[src/rtl/pairwise_key_expansion_defines.svh]
// Assertion macros shared by the pairwise key expansion RTL.
// Included by the modules that carry concurrent assertions.
`ifndef PAIRWISE_KEY_EXPANSION_DEFINES_SVH
`define PAIRWISE_KEY_EXPANSION_DEFINES_SVH

// Implication checked on every clock edge outside reset.
`define PKE_ASSERT_IMP(lbl, clk, rst_n, ante, cons, msg) \
    lbl: assert property (@(posedge clk) disable iff (!rst_n) (ante) |-> (cons)) \
        else $error(msg);

// Next-cycle implication checked outside reset.
`define PKE_ASSERT_NXT(lbl, clk, rst_n, ante, cons, msg) \
    lbl: assert property (@(posedge clk) disable iff (!rst_n) (ante) |=> (cons)) \
        else $error(msg);

`endif

[src/rtl/pke_pkg.sv]
// Package for the pairwise key expansion block: sizes, SHA-1 constants, types.
// Used by every module in rtl.
`timescale 1ns / 1ps
package pke_pkg;
    localparam int OUT_WORDS_DEF = 8;
    localparam int MSG_BITS      = 800;          // 100 message octets
    localparam int IN_BITS       = 608;          // tdata of one request
    localparam int QDEPTH        = 2;
    localparam logic [175:0] LABEL = "Pairwise key expansion";
    localparam logic [159:0] SHA_IV =
        160'h67452301_EFCDAB89_98BADCFE_10325476_C3D2E1F0;

    // Ordered message body: addresses and nonces, 76 octets, first octet high.
    typedef logic [607:0] t_body;

    typedef enum logic [2:0] {
        S_IDLE, S_INNER0, S_INNER1, S_INNER2, S_OUTER0, S_OUTER1, S_EMIT
    } t_state;

    typedef struct packed {
        logic       start;   // compress a block now
        logic [511:0] blk;
        logic [159:0] hin;
    } t_sha_req;

    typedef struct packed {
        logic         done;
        logic [159:0] hout;
    } t_sha_rsp;

    function automatic logic [31:0] rol(input logic [31:0] x, input int n);
        rol = (x << n) | (x >> (32 - n));
    endfunction
endpackage

[src/rtl/pke_front.sv]
// Front end: accepts requests, orders addresses and nonces, writes a queue.
// Depends on pke_pkg.
`timescale 1ns / 1ps
module pke_front (
    input  logic            i_clk,
    input  logic            i_rst_n,
    input  logic            i_valid,
    output logic            o_ready,
    input  logic [607:0]    i_data,
    output logic            o_q_valid,
    input  logic            i_q_pop,
    output pke_pkg::t_body  o_q_body
);
    import pke_pkg::*;

    logic [47:0]  w_aa, w_sa, w_lo_a, w_hi_a;
    logic [255:0] w_an, w_sn, w_lo_n, w_hi_n;
    t_body        r_q [QDEPTH];
    logic         r_wp, r_rp, n_wp, n_rp;
    logic [1:0]   r_cnt, n_cnt;
    logic         w_push;

    assign w_aa = i_data[47:0];
    assign w_sa = i_data[95:48];
    assign w_an = {i_data[159:96], i_data[223:160], i_data[287:224], i_data[351:288]};
    assign w_sn = {i_data[415:352], i_data[479:416], i_data[543:480], i_data[607:544]};

    // Byte-wise order with first byte high equals a plain unsigned compare.
    always_comb begin
        w_lo_a = (w_aa < w_sa) ? w_aa : w_sa;
        w_hi_a = (w_aa < w_sa) ? w_sa : w_aa;
        w_lo_n = (w_an < w_sn) ? w_an : w_sn;
        w_hi_n = (w_an < w_sn) ? w_sn : w_an;
    end

    assign o_ready   = (r_cnt != 2'(QDEPTH));
    assign w_push    = i_valid && o_ready;
    assign o_q_valid = (r_cnt != 2'd0);
    assign o_q_body  = r_q[r_rp];

    always_comb begin
        n_wp  = r_wp ^ w_push;
        n_rp  = r_rp ^ (i_q_pop && o_q_valid);
        n_cnt = r_cnt + 2'(w_push) - 2'(i_q_pop && o_q_valid);
    end

    always_ff @(posedge i_clk) begin
        if (!i_rst_n) begin
            r_wp  <= 1'b0;
            r_rp  <= 1'b0;
            r_cnt <= 2'd0;
        end else begin
            r_wp  <= n_wp;
            r_rp  <= n_rp;
            r_cnt <= n_cnt;
        end
        if (w_push) begin
            r_q[r_wp] <= {w_lo_a, w_hi_a, w_lo_n, w_hi_n};
        end
    end
endmodule

[config.mk]
export PLATFORM = sky130hd
export DESIGN_NAME = pke_front
export DESIGN_NICKNAME = d
export VERILOG_FILES = /design/src/rtl/pairwise_key_expansion_defines.svh /design/src/rtl/pke_pkg.sv /design/src/rtl/pke_front.sv
export SDC_FILE = /design/constraint.sdc
export NUM_CORES = 2
export LEC_CHECK = 0
export ABC_AREA = 1
export BUFFER_PORTS_ARGS = -buffer_cell sky130_fd_sc_hd__buf_2
export CAP_MARGIN = 20
export CORE_AREA = 2 2 469 471
export DETAILED_ROUTE_END_ITERATION = 8
export DIE_AREA = 0 0 471 473
export SETUP_SLACK_MARGIN = 0.1
export SYNTH_ARGS = -nofsm -noshare
export SYNTH_HDL_FRONTEND = slang
export SYNTH_SLANG_ARGS = --single-unit
[constraint.sdc]
create_clock -name i_clk -period 51.8 [get_ports i_clk]
set_input_delay 10.36 -clock i_clk [delete_from_list [all_inputs] [get_ports i_clk]]
set_output_delay 10.36 -clock i_clk [all_outputs]
set_load 0.01 [all_outputs]
==> impl_metrics.ini <==
[cts]
clk_pin_slew_ns = 0.06
insertion_delay_ns = 0.78
cts_resized = 0
cts_tree = yes
htreeDepth = 4
ctsHoldBuffers = 0
cts_buffers = 147
clock-sinks = 1221
root_buffer = clkbuf_16
cts.path.max_buffers = 3
post-cts-setup-buffers = 0

[synthesis]
synth_flop_cell = edfxtp_1
synth_edf_count = 1216
ys_ff_latch = 1221
synth_area_mm2 = 0.06033
syn-num-nets = 6037
async_flop_share_pct = 0
ys_seq_area_share_pct = 60.69
ys_types = 40
syn_avg_cell_area_um2 = 11.79
syn_inst = 5119
yosysWarnings = 0

[detailed_routing]
via_per_inst = 4.840
drc = 0
wl_per_cell_um = 24.96
first_pass_iters = 6
vias = 45000
wl_um = 232100
drt-initial-drc-count = 3858
antenna_left = 0

[die]
coreArea_mm2 = 0.2182
start_util_pct = 27.65
die_h_um = 473
die-area_mm2 = 0.2228
io_pins = 1222
row_count = 172
die_width_um = 471

[timing]
fmax_mhz = 62.46
finalHoldViolations = 0
worst_pin_slew_ns = 1.185
fin_crit_sh_pct = 30.91
setup_slack_ns = 35.79
setup_violations = 0
rsz0062_at_grt = no
period_minus_slack_ns = 16.01
maxSlewHeadroom_pct = 20.99
hold_ws_ns = 0.4911
finalSetupTns_ns = 0
finClkSkew_ns = 0.03816
drv_slew = 0

[outcome]
status = complete, no violations

[setup_path]
crit_arrival_ns = 16.64
cp.required_ns = 52.43
crit_fanout = 76
critPathLaunchType = input port
path_class = input port to flip-flop
crit_path_end_kind = flip-flop

[cells_and_area]
syn_to_final_growth_pct = 22.34
layout.nets = 7196
utilization_pct = 33.82
fill_cells = 21960
drive_above_1_share_pct = 32.88

[pwr]
p_total_uw = 3516
power_density_mw_per_mm2 = 47.64
ir_worst_vdd_mv = 0.03252
cellLeakagePower_uw = 0.03147

[grt]
antenna_found_initial = 73
globalRouteOverflowTotal = 0
grt_pass1_wl_um = 320200
grt_pass1_vias = 43690
track_usage_pct = 19.94
grt_max_degree = 191

[placement]
gp_congestion = 0.9700
dpl_worst_slack_ns = 34.76
port_buffers = 1221
dp_hpwl_um = 173700

[min_path]
holdCritPathClass = flip-flop to flip-flop

[job]
maxCapViolations = 0
synthesized netlist by cell type (5+ instances only):
library cell / number / area [µm²]
nor3_1: 16 / 80.08
nand4_1: 23 / 143.9
nand2_1: 1372 / 5150
clkbuf_1: 100 / 375.4
a21oi_1: 161 / 805.8
buf_4: 10 / 75.07
mux2_2: 608 / 6847
nand3_1: 586 / 2933
dfxtp_1: 5 / 100.1
buf_6: 43 / 484.2
edfxtp_1: 1216 / 36520
ha_1: 306 / 3829
inv_1: 357 / 1340
o21ai_0: 102 / 510.5
o21ai_1: 7 / 35.03
o21a_1: 6 / 45.04
nor2_1: 56 / 210.2
o211ai_1: 8 / 60.06
buf_2: 104 / 520.5
final cells by class:
| cell class | count | area (µm²) | share of cell area [%] |
|---|---|---|---|
| well taps | 2871 | 3592 | 4.867 |
| repair buffers | 1271 | 6536 | 8.856 |
| clock inverters | 85 | 799.5 | 1.083 |
| diodes | 36 | 90.09 | 0.1221 |
| clock buffers | 178 | 3880 | 5.257 |
| multi-input cells | 3278 | 20950 | 28.38 |
| flip-flops and latches | 1221 | 36620 | 49.61 |
| inverters | 359 | 1348 | 1.826 |
worst paths after layout:
path,slack [ns],cells after the start,endpoint,start
min reg2reg,0.49,2,r_cnt[1]$_SDFF_PN0_,r_cnt[1]$_SDFF_PN0_
max,35.79,18,r_q[0][105]$_DFFE_PP_,i_data[527]
min,0.49,2,r_cnt[1]$_SDFF_PN0_,r_cnt[1]$_SDFF_PN0_
max reg2reg,46.85,9,r_q[1][437]$_DFFE_PP_,r_cnt[0]$_SDFF_PN0_
through the flow:
| stage | instance area [µm²] | std cells |
|---|---|---|
| 4_1_cts | 73720 | 9263 |
| 3_5_place_dp | 69040 | 9000 |
| 3_3_place_gp | 69040 | 9000 |
| 5_1_grt | 73770 | 9285 |
| 6_report | 73810 | 9299 |
| 2_1_floorplan | 60330 | 5119 |
metal layers:
layer  track usage [%]  up-vias  wire length, µm
met4             10.01       44            11150
met1             23.35    22090            89250
met5                 0        -              297
met3             6.293      410            20350
met2             32.84     2008           111100
li1                  -    20450                -
sequential cells by signal (all words and copies together) (netlist names), named ones only:
register,flops
r_cnt,2
r_rp,1
r_q,1216
r_wp,1
placed cells by master (no fill, tap or decap), drive strengths merged, types with 2 or more instances in the layout:
cell	Yosys	final
nand2	1374	1374
buf	161	1271
edfxtp	1216	1216
mux2	608	608
nand3	586	586
inv	359	370
ha	306	306
clkbuf	100	178
a21oi	161	161
o21ai	109	109
clkinv	0	66
nor2	57	57
diode	0	36
nand4	23	23
nor3	18	18
o211ai	8	8
bufinv	0	8
o21a	6	6
nor4	6	6
dfxtp	5	5
o21bai	3	3
a21o	2	2
o221ai	2	2
cell families after synthesis:
group,share of synthesized area (%)
simple gates,14.34
flops,60.69
buf+inv,4.671
mux,11.35
fa+ha+maj,6.346
compound gates,2.572
xor+xnor,0.02904
power by group:
group          total (µW)  switching, µW  internal [µW]
clock network        1010            431            578
logic                1130            728            400
registers            1380           42.6           1340
total                3520           1200           2310
critical path: stages:
cell and delay (ns):
buf_2 0.12, inv_1 0.05, ha_1 0.28, a21oi_1 0.42
o21ai_0 0.16, a21oi_1 0.20, nand2_1 0.07, nand2_1 0.06
nand2_1 0.05, nor2_1 0.45, nand2_1 0.32, nand2_8 0.44
buf_4 0.81, buf_4 0.80, buf_4 0.70, buf_4 0.80
nand3_1 0.17, nand2_1 0.15
No activity file was read; power rests on OpenSTA's default activity.
