## src/rtl/pairwise_key_expansion_defines.svh

```systemverilog
// Assertion macros shared by the pairwise key expansion RTL.
// Included by the modules that carry concurrent assertions.
`ifndef PAIRWISE_KEY_EXPANSION_DEFINES_SVH
`define PAIRWISE_KEY_EXPANSION_DEFINES_SVH

// Implication checked on every clock edge outside reset.
`define PKE_ASSERT_IMP(lbl, clk, rst_n, ante, cons, msg) \
    lbl: assert property (@(posedge clk) disable iff (!rst_n) (ante) |-> (cons)) \
        else $error(msg);

// Next-cycle implication checked outside reset.
`define PKE_ASSERT_NXT(lbl, clk, rst_n, ante, cons, msg) \
    lbl: assert property (@(posedge clk) disable iff (!rst_n) (ante) |=> (cons)) \
        else $error(msg);

`endif

```

## src/rtl/pke_pkg.sv

```systemverilog
// Package for the pairwise key expansion block: sizes, SHA-1 constants, types.
// Used by every module in rtl.
`timescale 1ns / 1ps
package pke_pkg;
    localparam int OUT_WORDS_DEF = 8;
    localparam int MSG_BITS      = 800;          // 100 message octets
    localparam int IN_BITS       = 608;          // tdata of one request
    localparam int QDEPTH        = 2;
    localparam logic [175:0] LABEL = "Pairwise key expansion";
    localparam logic [159:0] SHA_IV =
        160'h67452301_EFCDAB89_98BADCFE_10325476_C3D2E1F0;

    // Ordered message body: addresses and nonces, 76 octets, first octet high.
    typedef logic [607:0] t_body;

    typedef enum logic [2:0] {
        S_IDLE, S_INNER0, S_INNER1, S_INNER2, S_OUTER0, S_OUTER1, S_EMIT
    } t_state;

    typedef struct packed {
        logic       start;   // compress a block now
        logic [511:0] blk;
        logic [159:0] hin;
    } t_sha_req;

    typedef struct packed {
        logic         done;
        logic [159:0] hout;
    } t_sha_rsp;

    function automatic logic [31:0] rol(input logic [31:0] x, input int n);
        rol = (x << n) | (x >> (32 - n));
    endfunction
endpackage

```

## src/rtl/pke_sha1.sv

```systemverilog
// Iterative SHA-1 compression, one round per cycle, 16-word schedule window.
// Depends on pke_pkg.
`timescale 1ns / 1ps
module pke_sha1 (
    input  logic              i_clk,
    input  logic              i_rst_n,
    input  pke_pkg::t_sha_req i_req,
    output pke_pkg::t_sha_rsp o_rsp
);
    import pke_pkg::*;

    logic [31:0]  r_w [16];
    logic [31:0]  r_a, r_b, r_c, r_d, r_e;
    logic [159:0] r_h;
    logic [6:0]   r_rnd;
    logic         r_busy, r_done;
    logic [31:0]  w_f, w_k, w_t, w_new;

    always_comb begin
        if (r_rnd < 7'd20) begin
            w_f = (r_b & r_c) | (~r_b & r_d); w_k = 32'h5A827999;
        end else if (r_rnd < 7'd40) begin
            w_f = r_b ^ r_c ^ r_d; w_k = 32'h6ED9EBA1;
        end else if (r_rnd < 7'd60) begin
            w_f = (r_b & r_c) | (r_b & r_d) | (r_c & r_d); w_k = 32'h8F1BBCDC;
        end else begin
            w_f = r_b ^ r_c ^ r_d; w_k = 32'hCA62C1D6;
        end
        w_t   = rol(r_a, 5) + w_f + r_e + w_k + r_w[0];
        w_new = rol(r_w[13] ^ r_w[8] ^ r_w[2] ^ r_w[0], 1);
    end

    assign o_rsp.done = r_done;
    assign o_rsp.hout = {r_h[159:128] + r_a, r_h[127:96] + r_b, r_h[95:64] + r_c,
                         r_h[63:32] + r_d, r_h[31:0] + r_e};

    always_ff @(posedge i_clk) begin
        if (!i_rst_n) begin
            r_busy <= 1'b0;
            r_done <= 1'b0;
            r_rnd  <= 7'd0;
        end else begin
            r_done <= r_busy && !i_req.start && (r_rnd == 7'd79);
            if (i_req.start) begin
                r_busy <= 1'b1;
                r_rnd  <= 7'd0;
            end else if (r_busy) begin
                r_rnd <= r_rnd + 7'd1;
                if (r_rnd == 7'd79) begin
                    r_busy <= 1'b0;
                end
            end
        end
        if (i_req.start) begin
            for (int i = 0; i < 16; i++) r_w[i] <= i_req.blk[511 - 32*i -: 32];
            r_h <= i_req.hin;
            {r_a, r_b, r_c, r_d, r_e} <= i_req.hin;
        end else if (r_busy) begin
            for (int i = 0; i < 15; i++) r_w[i] <= r_w[i+1];
            r_w[15] <= w_new;
            r_e <= r_d; r_d <= r_c; r_c <= rol(r_b, 30); r_b <= r_a; r_a <= w_t;
        end
    end

    `include "pairwise_key_expansion_defines.svh"
    `PKE_ASSERT_NXT(a_done_pulse, i_clk, i_rst_n, r_done, !r_done, "done lasts one cycle")
    `PKE_ASSERT_IMP(a_busy_rnd, i_clk, i_rst_n, r_busy, r_rnd < 7'd80, "round out of range")
    `PKE_ASSERT_NXT(a_start_idle, i_clk, i_rst_n, i_req.start, r_busy, "start ignored")
endmodule

```

## src/rtl/pke_back.sv

```systemverilog
// Back end: HMAC-SHA1 sequencer over the shared compression unit, output shift register.
// Depends on pke_pkg and pke_sha1.
`timescale 1ns / 1ps
module pke_back #(
    parameter int OUT_WORDS = pke_pkg::OUT_WORDS_DEF
) (
    input  logic           i_clk,
    input  logic           i_rst_n,
    input  logic [255:0]   i_key,
    input  logic           i_q_valid,
    output logic           o_q_pop,
    input  pke_pkg::t_body i_q_body,
    output logic           o_valid,
    input  logic           i_ready,
    output logic [63:0]    o_word,
    output logic [3:0]     o_index,
    output logic           o_last
);
    import pke_pkg::*;

    localparam int NDIG  = (OUT_WORDS * 8 + 19) / 20;
    localparam int SBITS = NDIG * 160;

    t_state          r_st, n_st;
    t_body           r_body;
    logic [2:0]      r_ctr;
    logic [159:0]    r_hi;          // state after the inner pad block
    logic [159:0]    r_ho;          // state after the outer pad block
    logic [159:0]    r_hx;
    logic [SBITS-1:0] r_str;
    logic [3:0]      r_wi;
    t_sha_req        w_req;
    t_sha_rsp        w_rsp;
    logic [511:0]    w_ipad, w_opad, w_b1, w_b2, w_ob;
    logic [799:0]    w_msg;

    always_comb begin
        w_ipad = {i_key ^ {32{8'h36}}, {32{8'h36}}};
        w_opad = {i_key ^ {32{8'h5C}}, {32{8'h5C}}};
        w_msg  = {LABEL, 8'h00, r_body, 5'd0, r_ctr};
        w_b1   = w_msg[799:288];
        // 36 remaining octets, 0x80, zeros, 164*8 bit length
        w_b2   = {w_msg[287:0], 8'h80, 152'd0, 64'd1312};
        w_ob   = {r_hx, 8'h80, 280'd0, 64'd672};
    end

    pke_sha1 u_sha (.i_clk(i_clk), .i_rst_n(i_rst_n), .i_req(w_req), .o_rsp(w_rsp));

    assign o_valid = (r_st == S_EMIT);
    assign o_word  = r_str[SBITS-1 -: 64];
    assign o_index = r_wi;
    assign o_last  = (r_wi == 4'(OUT_WORDS - 1));
    assign o_q_pop = (r_st == S_IDLE) && i_q_valid;

    // Steps: key pads (once per request), then per counter two inner and one
    // outer compression. S_INNER0 runs both pad blocks, the inner one first and
    // then the outer one, computed each request so key writes while idle are
    // honoured.
    logic r_pad;   // 0 = inner-pad prefix pass, 1 = outer-pad prefix pass
    logic r_go;
    always_comb begin
        n_st        = r_st;
        w_req.start = 1'b0;
        w_req.blk   = w_b1;
        w_req.hin   = r_hi;
        case (r_st)
            S_IDLE: if (i_q_valid) n_st = S_INNER0;
            S_INNER0: begin
                w_req.blk = r_pad ? w_opad : w_ipad;
                w_req.hin = SHA_IV;
                w_req.start = r_go;
                if (w_rsp.done) n_st = r_pad ? S_INNER1 : S_INNER0;
            end
            S_INNER1: begin
                w_req.start = r_go;
                w_req.blk = w_b1; w_req.hin = r_hi;
                if (w_rsp.done) n_st = S_INNER2;
            end
            S_INNER2: begin
                w_req.start = r_go;
                w_req.blk = w_b2; w_req.hin = r_hx;
                if (w_rsp.done) n_st = S_OUTER1;
            end
            S_OUTER1: begin
                w_req.start = r_go;
                w_req.blk = w_ob; w_req.hin = r_ho;
                if (w_rsp.done) n_st = (r_ctr == 3'(NDIG - 1)) ? S_EMIT : S_INNER1;
            end
            S_OUTER0: n_st = S_IDLE;
            S_EMIT: if (i_ready && o_last) n_st = S_IDLE;
            default: n_st = S_IDLE;
        endcase
    end

    always_ff @(posedge i_clk) begin
        if (!i_rst_n) begin
            r_st  <= S_IDLE;
            r_go  <= 1'b0;
            r_pad <= 1'b0;
            r_ctr <= 3'd0;
            r_wi  <= 4'd0;
        end else begin
            r_st <= n_st;
            r_go <= (r_st == S_IDLE && i_q_valid) || w_rsp.done;
            if (r_st == S_IDLE && i_q_valid) begin
                r_pad <= 1'b0; r_ctr <= 3'd0; r_wi <= 4'd0;
            end
            if (r_st == S_INNER0 && w_rsp.done) r_pad <= 1'b1;
            if (r_st == S_OUTER1 && w_rsp.done) r_ctr <= r_ctr + 3'd1;
            if (o_valid && i_ready) r_wi <= o_last ? 4'd0 : r_wi + 4'd1;
        end
        if (o_q_pop) r_body <= i_q_body;
        if (w_rsp.done) begin
            case (r_st)
                S_INNER0: if (r_pad) r_ho <= w_rsp.hout; else r_hi <= w_rsp.hout;
                S_INNER1: r_hx <= w_rsp.hout;
                S_INNER2: r_hx <= w_rsp.hout;
                S_OUTER1: r_str[SBITS-1 - 160*r_ctr -: 160] <= w_rsp.hout;
                default: ;
            endcase
        end
        if (o_valid && i_ready) r_str <= r_str << 64;
    end

    `include "pairwise_key_expansion_defines.svh"
    `PKE_ASSERT_IMP(a_idx_rng, i_clk, i_rst_n, o_valid, r_wi < 4'(OUT_WORDS), "index range")
    `PKE_ASSERT_IMP(a_pop_idle, i_clk, i_rst_n, o_q_pop, r_st == S_IDLE, "pop while busy")
    `PKE_ASSERT_NXT(a_last_idle, i_clk, i_rst_n, o_valid && i_ready && o_last,
        r_st == S_IDLE, "no idle after last")
endmodule

```

## config.mk

```make
export PLATFORM = sky130hd
export DESIGN_NAME = pke_back
export DESIGN_NICKNAME = d
export VERILOG_FILES = /design/src/rtl/pke_pkg.sv /design/src/rtl/pke_sha1.sv /design/src/rtl/pke_back.sv
export VERILOG_INCLUDE_DIRS = /design/src /design/src/rtl
export SDC_FILE = /design/constraint.sdc
export NUM_CORES = 2
export LEC_CHECK = 0
export ABC_CLOCK_PERIOD_IN_PS = 62300
export BUFFER_PORTS_ARGS = -buffer_cell sky130_fd_sc_hd__buf_2
export CORE_MARGIN = 2
export CORE_UTILIZATION = 50
export DETAILED_ROUTE_END_ITERATION = 7
export PLACE_DENSITY = 0.68
export REMOVE_ABC_BUFFERS = 1
export SLEW_MARGIN = 40
export SYNTH_ARGS = -nofsm -noshare
export SYNTH_HDL_FRONTEND = slang
export SYNTH_SLANG_ARGS = --single-unit
```

## constraint.sdc

```tcl
create_clock -name i_clk -period 62.3 [get_ports i_clk]
set_input_delay 12.46 -clock i_clk [delete_from_list [all_inputs] [get_ports i_clk]]
set_output_delay 12.46 -clock i_clk [all_outputs]
set_load 0.01 [all_outputs]
```

==> flow_summary.json <==
{
  "antenna_found_initial": 68,
  "cts_sinks": 2581,
  "vias": 99610,
  "place_area_um2": 133400,
  "synth.cell_area_um2": 124400,
  "drc_errors": 0,
  "cts_tree": "yes",
  "ant_nets": 0,
  "cts_setup_buffers": 0,
  "cpPeakStageDelay_ps": 600,
  "drt_pass1_iterations": 7,
  "critPathMaxFanout": 91,
  "min_period_ps": 26430,
  "synth_top_flop_cell": "edfxtp_1",
  "start_util": 0.5018,
  "clkTransAtPathRegs_ps": 60,
  "post-route-period-util": 0.4242,
  "setup_viol": 0,
  "ctsHtreeMaxLevel": 5,
  "rsz0062_at_grt": "no",
  "area_growth_pct": 14.83,
  "status": "finished, final reports clean",
  "drt-initial-drc-count": 16240,
  "min_path_type": "reg -> reg",
  "die_w_um": 502.9,
  "final_common_cell": "edfxtp_1",
  "netlist_instances": 10550,
  "post_drt_via_cell_ratio": 6.692,
  "cts_root_buffer": "clkbuf_16",
  "grt_overflow": 0,
  "die_h_um": 502.9,
  "arrival_ps": 13970,
  "endpoint_kind": "output port",
  "final_max_slew_viol_count": 0,
  "holdWs_ps": 468.3,
  "dp_slack_ps": 35890,
  "synthArstFlopShare": 0,
  "post_drt_wl_per_cell_um": 33.18,
  "path_delay_family": "buffers and inverters",
  "critical_path_class": "in -> out",
  "numCtsBuffers": 296,
  "ios": 939,
  "crit_slowest_cell": "inv_8",
  "grt_pass1_wl_um": 686200,
  "drv_cap": 0,
  "crit_path_frequent_cell": "buf_2",
  "die_area_um2": 252900,
  "pwr_density_cell_nw_per_um2": 34.00,
  "fmax_mhz": 37.84,
  "ys_seq_elements": 2581,
  "multiInputGateArea_um2": 44610,
  "routed_wirelength_um": 493800,
  "seq_area_um2": 76670,
  "place_congestion": 1.035,
  "final_net_count": 12490,
  "skew_ps": 112.3,
  "synth.yosys.warnings": 0,
  "required_ps": 49840,
  "synth_cell_types": 112,
  "path_cells": "buf_2 > nand3_1 > inv_8 > buf_2",
  "first_global_vias": 94640,
  "final_cell_area_um2": 142900,
  "yosys-top-cells-area": "edfxtp_1, nand2_1, o21ai_0",
  "worst_slack_ps": 35870,
  "clk_latency_ps": 980,
  "tightest_slew_ps": 979.2,
  "cellLeakagePower_nw": 50.13,
  "p_total_mw": 4.859,
  "detailed_place_hpwl_um": 338500,
  "cts_resized": 0,
  "fillers": 20410,
  "io_buffers": 938,
  "yosysTopAreaCellShare": 0.6024,
  "ir_worst_vdd_uv": 30.33,
  "worst-path-buf-inv": 3,
  "avgSynthCellArea_um2": 11.79,
  "hold_viol_final": 0,
  "hold_buffers": 0,
  "rows": 183,
  "synth_edf_count": 2496,
  "grt_usage": 0.3794,
  "clockBufferDepth": 4,
  "startpoint_type": "input pin",
  "grt_max_degree": 175,
  "core-area_um2": 248000,
  "tns_ps": 0,
  "synth-seq-area-share": 0.6161,
  "final_cell_mix": "edfxtp_1, nand2_1, buf_2",
  "yosysTopAreaCell": "edfxtp_1",
  "max_slew_margin": 0.3285,
  "drive_gt1_frac": 0.1740
}
## cell type report
cell class                      instances  share of cell area
Antenna cell                           56           0.0009807
Multi-Input combinational cell       6921              0.3122
Timing Repair Buffer                 1207             0.04922
Sequential cell                      2581              0.5366
Clock inverter                        139            0.009790
Inverter                              288            0.007802
Clock buffer                          362             0.05421
Tap cell                             3330             0.02916
## state kept, by name (all words and copies together) (netlist names), 4 cells and up
name and count:
r_str 640, r_body 608, u_sha.r_w 512, r_hi 160, r_ho 160, r_hx 160
u_sha.r_h 160, u_sha.r_a 32, u_sha.r_b 32, u_sha.r_c 32, u_sha.r_d 32, u_sha.r_e 32
u_sha.r_rnd 7, o_index 4
## Yosys cell counts, types with 196 or more instances
cell,number
nor2_1,908
a21oi_1,748
nand2_1,1387
o22ai_1,284
xnor2_1,196
edfxtp_1,2496
clkbuf_1,601
a22oi_1,222
inv_1,283
o21ai_0,834
ha_1,209
o221ai_1,227
## worst paths after layout
kind | startpoint | endpoint | slack [ps] | cells after the start
min | r_str[14]$_SDFFE_PP0P_ | r_str[14]$_SDFFE_PP0P_ | 470 | 2
max reg2reg | u_sha.r_rnd[4]$_SDFFE_PP0P_ | u_sha.r_a[30]$_DFFE_PP_ | 53970 | 23
min reg2reg | r_str[14]$_SDFFE_PP0P_ | r_str[14]$_SDFFE_PP0P_ | 470 | 2
max | i_q_valid | o_q_pop | 35870 | 4
## logic make-up after synthesis
| kind of cell | synth area share |
|---|---|
| buffers and inverters | 0.03400 |
| AND/OR/NAND/NOR | 0.09006 |
| adder cells (fa/ha/maj) | 0.04032 |
| XOR/XNOR | 0.02033 |
| AO/OA/AOI/OAI | 0.1771 |
| multiplexers | 0.02212 |
| flip-flops | 0.6161 |
## power by group
part,internal (mW),switching [mW],total [mW]
clock,0.982,0.718,1.70
sequential,2.03,0.0466,2.08
combinational,0.350,0.731,1.08
## tightest hold or removal path, delay by kind of cell, from the launching register on
family | cells | cell delay [ps]
simple gates | 1 | 60
flops | 1 | 320
compound gates | 1 | 50
## stage by stage
stage | util | cells
2_1_floorplan | - | 9790
3_3_place_gp | 0.5351 | 14310
3_5_place_dp | 0.5378 | 14320
4_1_cts | 0.5747 | 14820
5_1_grt | 0.5758 | 14850
6_report | 0.5762 | 14880
## metal layers
metal | routed length [um] | vias to the layer above | part of all wire | global-route usage
met1 | 178200 | 49090 | 0.36 | 0.4858
met5 | 344 | - | 0.00070 | 0
met2 | 213600 | 7378 | 0.43 | 0.5617
met3 | 60790 | 1525 | 0.12 | 0.1012
li1 | - | 41570 | - | -
met4 | 40790 | 50 | 0.083 | 0.2654
(Power assumes the default switching activity.)
